<file path="src/hdl/adl_pkg.sv">
// Shared types, constants and modular helpers for the Adler-32 multibyte core.
// No dependencies; used by every module under hdl/.
package adl_pkg;

    // Stream bytes handled per item, and the width of the input data word
    localparam int LANES      = 8;
    localparam int DATA_LANES = 8;
    localparam int EXT_LANES  = (LANES > DATA_LANES) ? LANES : DATA_LANES;

    // Adler-32 base
    localparam logic [15:0] ADLER_MOD = 16'd65521;
    // 2^16 mod base, used to fold the high part of a wide sum
    localparam logic [4:0]  FOLD_K    = 5'd15;

    // Widths of the per-item partial sums
    localparam int N_W   = $clog2(LANES + 1);
    localparam int S_W   = $clog2(LANES * 255 + 1);
    localparam int W_W   = $clog2((LANES * (LANES + 1) / 2) * 255 + 1);
    localparam int ACC_W = 17 + N_W;

    // Queue between front and back
    localparam int QDEPTH = 2;
    localparam int QPTR_W = (QDEPTH > 1) ? $clog2(QDEPTH) : 1;
    localparam int QCNT_W = $clog2(QDEPTH + 1);

    // One classified item
    typedef struct packed {
        logic [N_W-1:0] cnt;      // saturated byte count
        logic [S_W-1:0] bsum;     // plain sum of valid bytes
        logic [W_W-1:0] wsum;     // sum of (cnt - i) * byte_i
        logic           first;
        logic [15:0]    seed_lo;  // reduced seed halves
        logic [15:0]    seed_hi;
        logic           last;
    } adl_item_t;

    // Reduce a value known to be below twice the base
    function automatic logic [15:0] mod_once(input logic [16:0] v);
        logic [16:0] d;
        d = v - {1'b0, ADLER_MOD};
        return (v >= {1'b0, ADLER_MOD}) ? d[15:0] : v[15:0];
    endfunction

endpackage

</file>
<file path="src/hdl/adl_front.sv">
// Front end: accepts input items, saturates the count, masks unused lanes
// and forms the state-independent partial sums. Depends on adl_pkg.
module adl_front (
    input  logic                 in_valid,
    output logic                 in_ready,
    input  logic [63:0]          data_bytes,
    input  logic [3:0]           byte_count,
    input  logic                 first,
    input  logic [31:0]          seed,
    input  logic                 last,
    input  logic                 q_full,
    output logic                 push,
    output adl_pkg::adl_item_t   item
);

    localparam int EXT_W = adl_pkg::EXT_LANES * 8;

    // Accept whenever the queue has room
    assign in_ready = !q_full;
    assign push     = in_valid && !q_full;

    // Per-item sums over the valid lanes
    always_comb
    begin
        logic [EXT_W-1:0]           data_ext;
        logic [adl_pkg::N_W-1:0]    n;
        logic [adl_pkg::S_W-1:0]    s;
        logic [adl_pkg::W_W-1:0]    w;
        logic [adl_pkg::N_W-1:0]    wgt;
        logic [7:0]                 b;
        data_ext = EXT_W'(data_bytes);
        if (5'(byte_count) > 5'(adl_pkg::LANES))
            n = adl_pkg::N_W'(adl_pkg::LANES);
        else
            n = adl_pkg::N_W'(byte_count);
        s = '0;
        w = '0;
        for (int i = 0; i < adl_pkg::LANES; i++)
        begin
            b   = data_ext[i*8 +: 8];
            wgt = n - adl_pkg::N_W'(i);
            if (adl_pkg::N_W'(i) < n)
            begin
                s = s + adl_pkg::S_W'(b);
                w = w + adl_pkg::W_W'(wgt) * adl_pkg::W_W'(b);
            end
        end
        item.cnt     = n;
        item.bsum    = s;
        item.wsum    = w;
        item.first   = first;
        item.seed_lo = adl_pkg::mod_once({1'b0, seed[15:0]});
        item.seed_hi = adl_pkg::mod_once({1'b0, seed[31:16]});
        item.last    = last;
    end

endmodule

</file>
<file path="src/hdl/adl_queue.sv">
// Two-entry item queue between front and back end.
// Depends on adl_pkg for the item type and depth.
module adl_queue (
    input  logic                 clk,
    input  logic                 rst_n,
    input  logic                 push,
    input  adl_pkg::adl_item_t   push_item,
    input  logic                 pop,
    output logic                 full,
    output logic                 not_empty,
    output adl_pkg::adl_item_t   head
);

    adl_pkg::adl_item_t           mem_reg [adl_pkg::QDEPTH];
    logic [adl_pkg::QPTR_W-1:0]   wr_ptr_reg, wr_ptr_next;
    logic [adl_pkg::QPTR_W-1:0]   rd_ptr_reg, rd_ptr_next;
    logic [adl_pkg::QCNT_W-1:0]   cnt_reg, cnt_next;

    assign full      = (cnt_reg == adl_pkg::QCNT_W'(adl_pkg::QDEPTH));
    assign not_empty = (cnt_reg != '0);
    assign head      = mem_reg[rd_ptr_reg];

    // Pointer and fill count update
    always_comb
    begin
        wr_ptr_next = wr_ptr_reg;
        rd_ptr_next = rd_ptr_reg;
        cnt_next    = cnt_reg;
        if (push)
            wr_ptr_next = (wr_ptr_reg == adl_pkg::QPTR_W'(adl_pkg::QDEPTH - 1)) ? '0
                                                                               : wr_ptr_reg + 1'b1;
        if (pop)
            rd_ptr_next = (rd_ptr_reg == adl_pkg::QPTR_W'(adl_pkg::QDEPTH - 1)) ? '0
                                                                               : rd_ptr_reg + 1'b1;
        if (push && !pop)
            cnt_next = cnt_reg + 1'b1;
        else if (pop && !push)
            cnt_next = cnt_reg - 1'b1;
    end

    always_ff @(posedge clk or negedge rst_n)
    begin
        if (!rst_n)
        begin
            wr_ptr_reg <= '0;
            rd_ptr_reg <= '0;
            cnt_reg    <= '0;
        end
        else
        begin
            wr_ptr_reg <= wr_ptr_next;
            rd_ptr_reg <= rd_ptr_next;
            cnt_reg    <= cnt_next;
        end
    end

    // Storage, no reset
    always_ff @(posedge clk)
    begin
        if (push)
            mem_reg[wr_ptr_reg] <= push_item;
    end

`ifndef SYNTHESIS
    a_cnt_range: assert property (@(posedge clk) disable iff (!rst_n)
        cnt_reg <= adl_pkg::QCNT_W'(adl_pkg::QDEPTH))
        else $error("queue fill count out of range");
    a_no_overflow: assert property (@(posedge clk) disable iff (!rst_n)
        !(push && full))
        else $error("push into full queue");
    a_no_underflow: assert property (@(posedge clk) disable iff (!rst_n)
        pop |-> not_empty)
        else $error("pop from empty queue");
`endif

endmodule

</file>
<file path="src/hdl/adl_back.sv">
// Back end: folds one classified item into the running sums per cycle while items
// wait and the output is not stalled, and holds the result in an output register. Depends on adl_pkg.
module adl_back (
    input  logic                 clk,
    input  logic                 rst_n,
    input  logic                 q_not_empty,
    input  adl_pkg::adl_item_t   head,
    output logic                 pop,
    output logic                 out_valid,
    input  logic                 out_ready,
    output logic [31:0]          checksum,
    output logic                 final_res
);

    localparam int ACC_W = adl_pkg::ACC_W;

    logic [15:0]   low_sum_reg, low_sum_next;
    logic [15:0]   high_sum_reg, high_sum_next;
    logic          out_valid_reg;
    logic [31:0]   checksum_reg;
    logic          final_reg;
    logic          fire;

    // Take the head item when the output register is free or draining
    assign fire      = q_not_empty && (!out_valid_reg || out_ready);
    assign pop       = fire;
    assign out_valid = out_valid_reg;
    assign checksum  = checksum_reg;
    assign final_res = final_reg;

    // low' = low + S, high' = high + n*low + W, both mod base
    always_comb
    begin
        logic [15:0]      base_l;
        logic [15:0]      base_h;
        logic [16:0]      l_acc;
        logic [ACC_W-1:0] h_acc;
        logic [16:0]      h_fold;
        base_l = head.first ? head.seed_lo : low_sum_reg;
        base_h = head.first ? head.seed_hi : high_sum_reg;
        l_acc  = 17'(base_l) + 17'(head.bsum);
        h_acc  = ACC_W'(base_h)
               + ACC_W'(head.cnt) * ACC_W'(base_l)
               + ACC_W'(head.wsum);
        // 2^16 is 15 mod base
        h_fold = 17'(h_acc[15:0])
               + 17'(h_acc[ACC_W-1:16]) * 17'(adl_pkg::FOLD_K);
        low_sum_next  = adl_pkg::mod_once(l_acc);
        high_sum_next = adl_pkg::mod_once(h_fold);
    end

    // Running sums and output handshake
    always_ff @(posedge clk or negedge rst_n)
    begin
        if (!rst_n)
        begin
            low_sum_reg   <= 16'd1;
            high_sum_reg  <= 16'd0;
            out_valid_reg <= 1'b0;
        end
        else
        begin
            if (fire)
            begin
                low_sum_reg  <= low_sum_next;
                high_sum_reg <= high_sum_next;
            end
            if (fire)
                out_valid_reg <= 1'b1;
            else if (out_ready)
                out_valid_reg <= 1'b0;
        end
    end

    // Result payload
    always_ff @(posedge clk)
    begin
        if (fire)
        begin
            checksum_reg <= {high_sum_next, low_sum_next};
            final_reg    <= head.last;
        end
    end

`ifndef SYNTHESIS
    a_low_reduced: assert property (@(posedge clk) disable iff (!rst_n)
        low_sum_reg < adl_pkg::ADLER_MOD)
        else $error("low sum not reduced");
    a_high_reduced: assert property (@(posedge clk) disable iff (!rst_n)
        high_sum_reg < adl_pkg::ADLER_MOD)
        else $error("high sum not reduced");
    a_result_matches_state: assert property (@(posedge clk) disable iff (!rst_n)
        fire |=> (out_valid_reg && checksum_reg == {high_sum_reg, low_sum_reg}))
        else $error("result register out of step with running sums");
`endif

endmodule

</file>
<file path="src/hdl/adlr32_multibyte_checksum_core.sv">
// Top level of the Adler-32 multibyte checksum core.
// Depends on adl_pkg, adl_front, adl_queue and adl_back.
//
//  channel  | handshake            | payload
//  ---------+----------------------+-----------------------------------------
//  input    | in_valid / in_ready  | data_bytes, byte_count, first, seed, last
//  output   | out_valid / out_ready| checksum, final_res
//
// One item per cycle sustained while the output is not stalled; an accepted item
// is written into the two-entry queue, then the back end's sum update loads the
// output register from the queue head, which makes the result valid. The
// loop on the running sums in the back end sets the rate. in_ready drops only
// when the queue is full because the output is stalled. Reset sets the sums
// to 1 and 0 and empties queue and output.
module adler32_multibyte_checksum_core (
    input  logic        clk,
    input  logic        rst_n,
    input  logic        in_valid,
    output logic        in_ready,
    input  logic [63:0] data_bytes,
    input  logic [3:0]  byte_count,
    input  logic        first,
    input  logic [31:0] seed,
    input  logic        last,
    output logic        out_valid,
    input  logic        out_ready,
    output logic [31:0] checksum,
    output logic        final_res
);

    adl_pkg::adl_item_t push_item;
    adl_pkg::adl_item_t head;
    logic               push;
    logic               pop;
    logic               q_full;
    logic               q_not_empty;

    adl_front u_front (
        .in_valid   (in_valid),
        .in_ready   (in_ready),
        .data_bytes (data_bytes),
        .byte_count (byte_count),
        .first      (first),
        .seed       (seed),
        .last       (last),
        .q_full     (q_full),
        .push       (push),
        .item       (push_item)
    );

    adl_queue u_queue (
        .clk        (clk),
        .rst_n      (rst_n),
        .push       (push),
        .push_item  (push_item),
        .pop        (pop),
        .full       (q_full),
        .not_empty  (q_not_empty),
        .head       (head)
    );

    adl_back u_back (
        .clk         (clk),
        .rst_n       (rst_n),
        .q_not_empty (q_not_empty),
        .head        (head),
        .pop         (pop),
        .out_valid   (out_valid),
        .out_ready   (out_ready),
        .checksum    (checksum),
        .final_res   (final_res)
    );

endmodule

</file>
<file path="config.mk">
export PLATFORM = sky130hd
export DESIGN_NAME = adler32_multibyte_checksum_core
export DESIGN_NICKNAME = d
export VERILOG_FILES = /design/src/hdl/adl_pkg.sv /design/src/hdl/adl_front.sv /design/src/hdl/adl_queue.sv /design/src/hdl/adl_back.sv /design/src/hdl/adlr32_multibyte_checksum_core.sv
export SDC_FILE = /design/constraint.sdc
export NUM_CORES = 1
export LEC_CHECK = 0
export ABC_AREA = 0
export CAP_MARGIN = 20
export CORE_ASPECT_RATIO = 1.4
export CORE_UTILIZATION = 40
export DETAILED_ROUTE_END_ITERATION = 10
export DONT_BUFFER_PORTS = 1
export PLACE_DENSITY = 0.59
export SLEW_MARGIN = 20
export SYNTH_ARGS = -nofsm -noshare
export SYNTH_HDL_FRONTEND = slang
export SYNTH_SLANG_ARGS = --single-unit
</file>
<file path="constraint.sdc">
create_clock -name clk -period 11.4 [get_ports clk]
set_input_delay 1.14 -clock clk [delete_from_list [all_inputs] [get_ports clk]]
set_output_delay 1.14 -clock clk [all_outputs]
set_load 0.02 [all_outputs]
</file>
==> results of run 1 <==
==> cells by family (layout without fill, tap and decap cells) <==
kind of cell    Yosys count  count (layout)  share of synthesized area [%]
mux                     146             146                           5.71
simple gates            908             908                           16.4
fa+ha+maj               542             542                           31.2
xor+xnor                169             169                           5.46
buf+inv                 474             826                           6.52
flops                   196             196                           20.8
compound gates          579             579                           14.0
==> final timing paths <==
| path | endpoint | cells past startpoint |
|---|---|---|
| hold / removal | u_back.high_sum_reg[3]$_DFFE_PN0P_ | 0 |
| max in group asynchronous | u_back.low_sum_reg[0]$_DFFE_PN1P_ | 0 |
| setup reg to reg | u_back.high_sum_reg[1]$_DFFE_PN0P_ | 34 |
| setup / recovery | u_queue.mem_reg[1][46]$_DFFE_PP_ | 65 |
| hold reg to reg | u_back.low_sum_reg[10]$_DFFE_PN0P_ | 2 |
| min in group clk | u_back.low_sum_reg[10]$_DFFE_PN0P_ | 2 |
==> routing by layer <==
layer,vias to the layer above,part of all wire (%),track usage (%)
met5,-,0,0
met4,0,5.9,13.6
met3,218,3.9,3.74
met2,464,54,47.1
met1,11300,36,24.2
li1,10900,-,-
==> Yosys cell counts, drive strengths merged, types with 12 or more instances <==
cell type  instances
a31oi             18
nor2             179
o21a              42
clkbuf            60
o21bai            25
o21ai            140
ha               304
a21boi            15
nand2b            45
dfrtp             36
mux2              77
and2             104
edfxtp           159
nor3              47
o31ai             25
a211oi            29
or3               17
buf               17
nand2            312
inv              396
a21o              57
mux2i             69
fa               238
a21oi            137
o211ai            12
nand3             43
xor2              58
xnor2            110
nor2b             93
==> worst max-delay path: cells and delay by family <==
kind / cells / cell delay [ns]
muxes: 3 / 0.45
buffers and inverters: 11 / 0.74
xor gates and xnor gates: 4 / 0.62
AOI/OAI and AO/OA: 16 / 2.53
adders and majority gates: 17 / 6.43
and+or+nand+nor: 14 / 2.06
==> cell type report <==
type / instances / area (um2)
Clock buffer: 18 / 429
Tap cell: 862 / 1080
Sequential cell: 196 / 5710
Multi-Input combinational cell: 2344 / 21600
Inverter: 396 / 1520
Fill cell: 6286 / 34300
Timing Repair Buffer: 399 / 3060
Clock inverter: 13 / 151
==> stage by stage <==
step / instance area (um2) / util [%]
after floorplan: 27900 / -
after global placement: 31100 / 45.8
after detailed placement: 31100 / 45.8
after CTS: 33200 / 48.9
after global routing: 33500 / 49.4
final: 33500 / 49.4
==> repair_timing <==
action	CTS	global route
setup endpoints to repair	24	32
buffers inserted	64	12
pin swaps	115	35
gates resized for setup	215	59
==> qor.yml, run 1 <==
sta:
  clock.fmax_ghz: 0.0726
  max-slew-margin-rel_pct: 35.7
  minimum_period_implied_by_the_final_worst_setup_slack_ns: 13.78
  holdWs_ns: 0.371
  timing_max_transition_violations_final: 0
  setup_viol_count_final: 24
  setup_ws_ns: -2.38
  finClkSkew_ns: 0.0133
  finalHoldViolCount: 0
  worstMarginPinSlew_ns: 0.940
  grt_setup_unrepaired: "yes"
  final_cycle_share_pct: 121
  totalNegativeSetupSlack_ns: -33.15
synth:
  postSynthCellCount: 3014
  synth-edff-count: 159
  synth_warnings: 0
  ys_async_sr_fraction_pct: 18.9
  synth.avg_cell_area_um2: 9.12
  yosysUniqueCellTypes: 104
  synth_largest_area_cell: "sky130_fd_sc_hd__edfxtp_1"
  synth_top_area_share_pct: 17.4
  synthesis.area_um2: 27500
  sequential_area_share_after_synthesis_pct: 20.8
  post_synth_main_area_contributors: "sky130_fd_sc_hd__edfxtp_1 (17%), sky130_fd_sc_hd__fa_1 (17%), sky130_fd_sc_hd__ha_1 (14%)"
  synth-seq-cells: 196
  dominantRegCellSynth: "sky130_fd_sc_hd__edfxtp_1"
  syn_nets: 3662
finish:
  final_layout_size_suffix_gt1_share_pct: 23.7
  final_common_cell: "sky130_fd_sc_hd__buf_4"
  largest_register_ffs: 126
  diodes: 0
  final_net_count: 4002
  most-common-layout-cells: "sky130_fd_sc_hd__buf_4 (385), sky130_fd_sc_hd__inv_1 (365), sky130_fd_sc_hd__nand2_1 (303)"
  flow.area_growth_from_synthesis_pct: 22.1
  final_cell_count_no_fill: 4228
setup_path:
  cp.arrival_ns: 13.97
  cp-start-kind: "input port"
  crit-reg2reg-launch: "u_queue.rd_ptr_reg$_DFFE_PN0P_"
  critical_path.slowest_cell: "sky130_fd_sc_hd__fa_1"
  startpoint_of_the_worst_setup_timing_path: "byte_count[3]"
  timing.critical_path.to_type: "flip-flop"
  timing_worst_setup_path_type: "input port to flip-flop"
  timing.reg2reg.setup_slack_ns: 0.42
  largest_fanout_on_the_critical_path: 38
  cell_with_the_most_instances_on_the_worst_path: "sky130_fd_sc_hd__fa_1"
  required_ns: 11.59
  cpPeakStageDelay_ns: 0.54
global_routing:
  grt_max_degree: 64
  grt_pass1_wl_um: 132000
  groute.usage.overall_pct: 24.3
  number_of_global_route_vias_before_repair: 24900
  grt_overflow: 0
  initial_antenna_violation_count: 1
detailed_routing:
  vias_per_cell: 5.40
  wl_per_cell_um: 19.7
  vias: 22800
  post-route-drc-count: 0
  postRouteAntennaNets: 0
  detail_route.iter0.violations: 1004
  dr.pass1.iters: 5
  postRouteWirelength_um: 83500
floorplanning:
  placement_rows: 113
  core-area_um2: 67900
  initial_utilization_pct: 40.5
  fp.dieW_um: 224
  die_height_um: 312
  io_pins: 141
  die_outline_area_um2: 69800
placement:
  globalplace.congestion: 0.940
  placedCellCount: 4125
  pre_cts_ws_ns: -3.54
  dp_hpwl_um: 69500
  count_of_input_and_output_buffers: 0
status:
  status: "finished, violations left"
  violations: "setup timing"
worst_hold_path:
  hold_class: "input port to asynchronous set/reset pin"
clock_network:
  clock-sinks: 196
  cts_tree: "yes"
  ctsHoldBuffers: 0
  clk_pin_slew_worst_paths_ns: 0.08
  cts_inserted_buffers: 17
  clock_latency_reported_for_the_late_side_of_the_worst_skew_pair_ns: 0.45
  clockRootBuffer: "sky130_fd_sc_hd__clkbuf_16"
  clk_path_buf_depth: 2
  cts.htree.levels: 4
flow_run:
  max-cap-violations: 0
Power of run 1 is left out: the tool's default activity adds up to more than one toggle a clock period on the data nets, which glitch-free logic cannot reach.
==> run 2: changes to the inputs <==
BUFFER_PORTS_ARGS = -buffer_cell sky130_fd_sc_hd__buf_2   (was default)
DONT_BUFFER_PORTS = default   (was 1)
PLACE_DENSITY = 0.61   (was 0.59)
SETUP_SLACK_MARGIN = 0.3   (was default)
TNS_END_PERCENT = 30   (was default)
==> run 2 against run 1 <==
The run still ends with setup timing left. Cell count is 3.5% higher. Count of clock-buffer cells in the layout increased by 1. First-iteration DRC count is 3.6% lower. Flip-flop and latch count stayed put. Final area rose by 0.91%. Critical endpoint is now u_queue.mem_reg[1][45]$_DFFE_PP_. Clock skew hardly changed. Global-route usage fell by 1.5 points. Critical path type unchanged. Register-to-register slack got worse by 0.03 ns. Largest cell class unchanged. Non-clock buffer count increased by 146.
==> qor.yml, run 2 (synthesis gave the netlist of run 1 again) <==
status:
  status: "finished, violations left"
  violations: "setup timing"
finish:
  layout.filler_cells: 6434  # +2.4%
  final_layout_size_suffix_gt1_share_pct: 25.1  # +1.5 points
  largest_register_ffs: 126  # unchanged
  flow.area_growth_from_synthesis_pct: 23.2
  most-common-layout-cells: "sky130_fd_sc_hd__buf_4 (398), sky130_fd_sc_hd__inv_1 (373), sky130_fd_sc_hd__nand2_1 (302)"
  regArea_um2: 5710  # unchanged
  final_net_count: 4148  # +3.6%
  final_common_cell: "sky130_fd_sc_hd__buf_4"
  multi_input_comb_area_um2: 21100  # -2.1%
placement:
  dp_hpwl_um: 65500  # -5.8%
  count_of_input_and_output_buffers: 140  # +140
  globalplace.congestion: 0.892  # -5.1%
sta:
  finalHoldViolCount: 0  # unchanged
  holdWs_ns: 0.477  # +0.107 ns
  worstMarginPinSlew_ns: 1.00  # +0.0630 ns
  max-slew-margin-rel_pct: 32.4  # -3.3 points
  setup_viol_count_final: 24  # unchanged
  setup_ws_ns: -2.42  # -0.0382 ns
  timing_max_transition_violations_final: 0  # unchanged
  totalNegativeSetupSlack_ns: -36.31  # -3.16 ns
  minimum_period_implied_by_the_final_worst_setup_slack_ns: 13.82  # +0.0382 ns
  final_cycle_share_pct: 121  # +0.34 points
  clock.fmax_ghz: 0.0724  # -0.28%
  finClkSkew_ns: 0.0134  # +0.0000633 ns
  grt_setup_unrepaired: "yes"
worst_hold_path:
  timing.hold.worst.start: "u_back.high_sum_reg[13]$_DFFE_PN0P_"
  hold_class: "flip-flop to flip-flop"
global_routing:
  grt_max_degree: 62  # -3.1%
  grt_pass1_wl_um: 124000  # -5.9%
  initial_antenna_violation_count: 13  # +12
  grt_overflow: 0  # unchanged
  groute.usage.overall_pct: 22.8  # -1.5 points
  number_of_global_route_vias_before_repair: 23900  # -4.1%
detailed_routing:
  wl_per_cell_um: 17.9  # -9.3%
  postRouteAntennaNets: 0  # unchanged
  detail_route.iter0.violations: 968  # -3.6%
  vias_per_cell: 5.24  # -3.0%
  dr.pass1.iters: 5  # unchanged
  postRouteWirelength_um: 78400  # -6.1%
  vias: 22900  # +0.38%
  post-route-drc-count: 0  # unchanged
setup_path:
  cpPeakStageDelay_ns: 0.57  # +0.03 ns
  largest_fanout_on_the_critical_path: 5  # -87%
  timing.critical_path.to_type: "flip-flop"
  cp.arrival_ns: 13.98  # about the same
  startpoint_of_the_worst_setup_timing_path: "byte_count[3]"
  required_ns: 11.57  # -0.02 ns
  cell_with_the_most_instances_on_the_worst_path: "sky130_fd_sc_hd__fa_1"
  cp-start-kind: "input port"
  timing_worst_setup_path_type: "input port to flip-flop"
  crit-reg2reg-launch: "u_queue.rd_ptr_reg$_DFFE_PN0P_"
  critical_path.slowest_cell: "sky130_fd_sc_hd__fa_1"
clock_network:
  clock-sinks: 196  # unchanged
  ctsHoldBuffers: 0  # unchanged
  clk_path_buf_depth: 2  # unchanged
  clk_pin_slew_worst_paths_ns: 0.07  # about the same
  clockRootBuffer: "sky130_fd_sc_hd__clkbuf_16"
  cts_tree: "yes"
  cts.htree.levels: 4  # unchanged
  cts_inserted_buffers: 17  # unchanged
  clock_latency_reported_for_the_late_side_of_the_worst_skew_pair_ns: 0.46  # about the same
floorplanning:
  core-area_um2: 67900  # unchanged
  initial_utilization_pct: 40.5  # unchanged
  die_outline_area_um2: 69800  # unchanged
  die_height_um: 312  # unchanged
  placement_rows: 113  # unchanged
  fp.dieW_um: 224  # unchanged
  io_pins: 141  # unchanged
flow_run:
  max-cap-violations: 0  # unchanged
[run 2: changes by cell type in the layout (fill, tap and decap cells not counted), moves of 9 or more]
cell	delta
sky130_fd_sc_hd__ha_1	+14
sky130_fd_sc_hd__ha_4	-13
sky130_fd_sc_hd__buf_2	+139
sky130_fd_sc_hd__xnor2_1	+9
sky130_fd_sc_hd__buf_4	+13
sky130_fd_sc_hd__a21oi_1	+9
[run 2: cell type report]
cell class / count / area share (%)
Tap cell: 862 / 3.19
Inverter: 396 / 4.44
Sequential cell: 196 / 16.9
Timing Repair Buffer: 545 / 11.2
Clock buffer: 19 / 1.31
Antenna cell: 2 / 0.0148
Clock inverter: 13 / 0.510
Multi-Input combinational cell: 2344 / 62.5
[run 2: metrics by stage]
stage | instances | util (%) | area, um2 | setup slack (ns)
6_report | 4377 | 49.9 | 33800 | -2.42
5_1_grt | 4376 | 49.9 | 33800 | -3.07
4_1_cts | 4353 | 49.2 | 33400 | -2.27
3_5_place_dp | 4278 | 47.0 | 31900 | -3.31
3_3_place_gp | 4278 | 47.0 | 31900 | -3.12
2_1_floorplan | 3014 | - | 27900 | -2.55
[run 2: path summary, 6_finish.rpt]
kind | end | slack, ns | cells after the start
worst min register to register | u_back.high_sum_reg[13]$_DFFE_PN0P_ | 0.48 | 2
min in group asynchronous | u_back.high_sum_reg[6]$_DFFE_PN0P_ | 0.74 | 2
worst max-delay path | u_queue.mem_reg[1][45]$_DFFE_PP_ | -2.42 | 67
worst min-delay path | u_back.high_sum_reg[13]$_DFFE_PN0P_ | 0.48 | 2
worst max register to register | u_back.high_sum_reg[10]$_DFFE_PN0P_ | 0.39 | 35
max in group asynchronous | u_queue.rd_ptr_reg$_DFFE_PN0P_ | 10.22 | 2
[run 2: per-layer routing]
| metal | GRT usage, % | routed length (um) | part of all wire (%) | up-vias |
|---|---|---|---|---|
| met1 | 23.8 | 29600 | 38 | 11100 |
| met2 | 45.2 | 42900 | 55 | 417 |
| li1 | - | - | - | 11200 |
| met5 | 0 | 143 | 0.18 | - |
| met3 | 2.74 | 2590 | 3.3 | 171 |
| met4 | 9.25 | 3140 | 4.0 | 22 |
[run 2: repair_timing]
action	CTS	global route
endpoints found under the hold margin	0	0
gates resized for setup	125	62
buffers inserted	43	22
endpoints found under the setup margin	24	60
pin swaps	79	47
[run 2: worst max-delay path, delay by kind of cell]
kind	cells	cell delay (ns)
adder cells (fa/ha/maj)	17	6.52
AND/OR/NAND/NOR	15	1.92
XOR/XNOR	4	0.61
multiplexers	1	0.20
buffers and inverters	12	0.76
AO/OA/AOI/OAI	18	2.80
Power of run 2 is left out for the same reason.
==> run 3: changes to the inputs <==
ABC_AREA = 1   (was 0)
clock period = 15.2 ns   (was 11.4 ns; I/O delays follow)
==> run 3 against run 2 <==
The run now ends clean. Non-clock buffer count down 182. Worst setup slack better by 3.3 ns. Hold slack worse by 0.0069 ns. Sequential share of layout area is 0.64 points higher. Via count increased by 10%. Synthesized cell count grew 27%. Wire length up 5.7%. Utilization shrank 2.8 points. Register-to-register slack improved by 4.2 ns. Final area shrank 3.7%. Global-route usage grew 0.89 points. Critical path type unchanged. Critical endpoint is now u_queue.mem_reg[0][47]$_DFFE_PP_. Largest cell class unchanged.
==> qor.yml, run 3 <==
synth:
  yosysUniqueCellTypes: 53  # -49%
  synth_top_area_share_pct: 17.0  # -0.34 points
  synth_largest_area_cell: "sky130_fd_sc_hd__edfxtp_1"
  ys_async_sr_fraction_pct: 18.9  # unchanged
  synthesis.area_um2: 28000  # +2.0%
  postSynthCellCount: 3833  # +27%
  synth-edff-count: 159  # unchanged
  syn_nets: 4481  # +22%
  synth_top_cells_by_count: "sky130_fd_sc_hd__nand2_1 (1078), sky130_fd_sc_hd__inv_1 (692), sky130_fd_sc_hd__nor2_1 (312)"
  synth.avg_cell_area_um2: 7.31  # -20%
  synth_warnings: 0  # unchanged
  sequential_area_share_after_synthesis_pct: 20.3  # -0.41 points
  yosysMostFrequentCell: "sky130_fd_sc_hd__nand2_1"
  synth-seq-cells: 196  # unchanged
  dominantRegCellSynth: "sky130_fd_sc_hd__edfxtp_1"
  post_synth_main_area_contributors: "sky130_fd_sc_hd__edfxtp_1 (17%), sky130_fd_sc_hd__fa_1 (17%), sky130_fd_sc_hd__nand2_1 (14%)"
sta:
  clock.fmax_ghz: 0.0700
  final_cycle_share_pct: 94.0
  minimum_period_implied_by_the_final_worst_setup_slack_ns: 14.29
  setup_viol_count_final: 0  # -100%
  finClkSkew_ns: 0.0107  # -0.00269 ns
  setup_ws_ns: 0.905  # +3.32 ns
  grt_setup_unrepaired: "yes"
  finalHoldViolCount: 0  # unchanged
  timing_max_transition_violations_final: 0  # unchanged
  max-slew-margin-rel_pct: 37.8  # +5.4 points
  worstMarginPinSlew_ns: 0.934  # -0.0699 ns
finish:
  largest_register_ffs: 126  # unchanged
  final_common_cell: "sky130_fd_sc_hd__nand2_1"
  multi_input_comb_area_um2: 20100  # -5.0%
  most-common-layout-cells: "sky130_fd_sc_hd__nand2_1 (1063), sky130_fd_sc_hd__inv_1 (689), sky130_fd_sc_hd__nor2_1 (296)"
  regArea_um2: 5700  # about the same
  final_net_count: 4779  # +15%
  layout.filler_cells: 7013  # +9.0%
  diodes: 0  # -2
  flow.area_growth_from_synthesis_pct: 16.3
  final_layout_size_suffix_gt1_share_pct: 14.3  # -11 points
global_routing:
  number_of_global_route_vias_before_repair: 25000  # +4.6%
  initial_antenna_violation_count: 6  # -7
  grt_max_degree: 67  # +8.1%
  grt_overflow: 0  # unchanged
  groute.usage.overall_pct: 23.7  # +0.89 points
  grt_pass1_wl_um: 131000  # +5.2%
worst_hold_path:
  timing.hold.worst.start: "u_queue.cnt_reg[0]$_DFFE_PN0P_"
  hold_class: "flip-flop to flip-flop"
setup_path:
  cpPeakStageDelay_ns: 0.59  # +0.02 ns
  timing_worst_setup_path_type: "input port to flip-flop"
  timing.critical_path.to_type: "flip-flop"
  cell_with_the_most_instances_on_the_worst_path: "sky130_fd_sc_hd__nand2_1"
  cp.arrival_ns: 14.49  # +0.51 ns
  required_ns: 15.39  # +3.82 ns
  timing.reg2reg.setup_slack_ns: 4.54  # +4.15 ns
  timing.rr.end: "u_back.checksum[31]$_DFFE_PP_"
  r2r.worst_path.cells: 49  # +40%
  largest_fanout_on_the_critical_path: 6  # +1
  startpoint_of_the_worst_setup_timing_path: "byte_count[3]"
  setup.worst_path.end: "u_queue.mem_reg[0][47]$_DFFE_PP_"
  crit-reg2reg-launch: "u_queue.rd_ptr_reg$_DFFE_PN0P_"
  critical_path.slowest_cell: "sky130_fd_sc_hd__fa_1"
  cp-start-kind: "input port"
clock_network:
  cts_tree: "yes"
  clk_path_buf_depth: 2  # unchanged
  clock_latency_reported_for_the_late_side_of_the_worst_skew_pair_ns: 0.46  # about the same
  clk_pin_slew_worst_paths_ns: 0.07  # about the same
  ctsHoldBuffers: 0  # unchanged
  cts_inserted_buffers: 17  # unchanged
  cts.htree.levels: 4  # unchanged
  clockRootBuffer: "sky130_fd_sc_hd__clkbuf_16"
  clock-sinks: 196  # unchanged
detailed_routing:
  dr.pass1.iters: 5  # unchanged
  met3_wirelength_um: 2590  # about the same
  post-route-drc-count: 0  # unchanged
  wl_per_cell_um: 16.3  # -8.8%
  vias_per_cell: 4.99  # -4.7%
  vias: 25300  # +10%
  detail_route.iter0.violations: 1334  # +38%
  dr_wl_met2_um: 43800  # +2.0%
  postRouteAntennaNets: 0  # unchanged
  postRouteWirelength_um: 82900  # +5.7%
  route.layer.met1.wl_um: 32600  # +10%
  top_layer: "met5"
floorplanning:
  initial_utilization_pct: 40.5  # about the same
  io_pins: 141  # unchanged
  fp.dieW_um: 226  # +0.99%
  placement_rows: 114  # +0.88%
  die_outline_area_um2: 71200  # +2.0%
  core-area_um2: 69200  # +1.9%
  die_height_um: 315  # +0.99%
placement:
  dp_hpwl_um: 69100  # +5.5%
  pre_cts_ws_ns: -0.269  # +3.04 ns
  count_of_input_and_output_buffers: 140  # unchanged
  globalplace.congestion: 0.942  # +5.5%
flow_run:
  max-cap-violations: 0  # unchanged
status:
  status: "complete, no violations"
-- run 3: how the worst min path moves through the flow --
| stage | slack (ns) | to | depth (start not counted) |
|---|---|---|---|
| floorplan | 0.44 | u_back.high_sum_reg[10]$_DFFE_PN0P_ | 2 |
| global placement | 0.46 | u_back.low_sum_reg[0]$_DFFE_PN1P_ | 2 |
| detailed placement | 0.46 | u_back.high_sum_reg[2]$_DFFE_PN0P_ | 2 |
| CTS | 0.48 | u_back.low_sum_reg[0]$_DFFE_PN1P_ | 2 |
| global route | 0.50 | u_back.low_sum_reg[13]$_DFFE_PN0P_ | 2 |
| finish | 0.47 | u_queue.cnt_reg[0]$_DFFE_PN0P_ | 1 |
-- run 3: repair_timing --
item	CTS	global route
cloned	0	0
endpoints found under the setup margin	6	14
setup buffers	0	10
endpoints found under the hold margin	0	0
pin swaps	0	65
gates resized for setup	4	145
-- run 3: critical path, delay by kind of cell --
family                   cells  cell delay (ns)
XOR/XNOR                     5             0.71
AO/OA/AOI/OAI               13             1.81
adder cells (fa/ha/maj)     18             7.08
buffers and inverters       11             0.99
AND/OR/NAND/NOR             22             2.35
-- run 3: area by class of cell --
class	count	area share [%]
Timing Repair Buffer	363	7.34
Clock buffer	20	1.34
Multi-Input combinational cell	2847	61.7
Inverter	706	8.14
Clock inverter	12	0.438
Tap cell	928	3.56
Sequential cell	196	17.5
-- run 3: cell families (layout without fill, tap and decap cells) --
group | count (synthesis) | in the layout | synth area share (%)
compound gates | 398 | 398 | 7.86
simple gates | 1776 | 1776 | 26.3
buf+inv | 790 | 1101 | 10.8
xor+xnor | 120 | 120 | 3.78
fa+ha+maj | 542 | 542 | 30.6
mux | 11 | 11 | 0.393
flops | 196 | 196 | 20.3
-- run 3: per-layer routing --
layer / up-vias / track usage (%)
met1: 12000 / 26.4
met4: 12 / 10.7
met2: 486 / 44.9
li1: 12700 / -
met3: 147 / 2.13
met5: - / 0
-- run 3: stage by stage --
stage	instances	TNS (ns)	hold WS, ns	instance area [um2]	util [%]
3_3_place_gp	5030	-0.341	0.459	31200	45.0
4_1_cts	5062	0	0.476	31800	45.9
5_1_grt	5072	0	0.504	32600	47.1
2_1_floorplan	3833	0	0.444	28000	-
3_5_place_dp	5030	-1.63	0.461	31200	45.0
6_report	5072	0	0.471	32600	47.1
Power of run 3 is left out for the same reason.
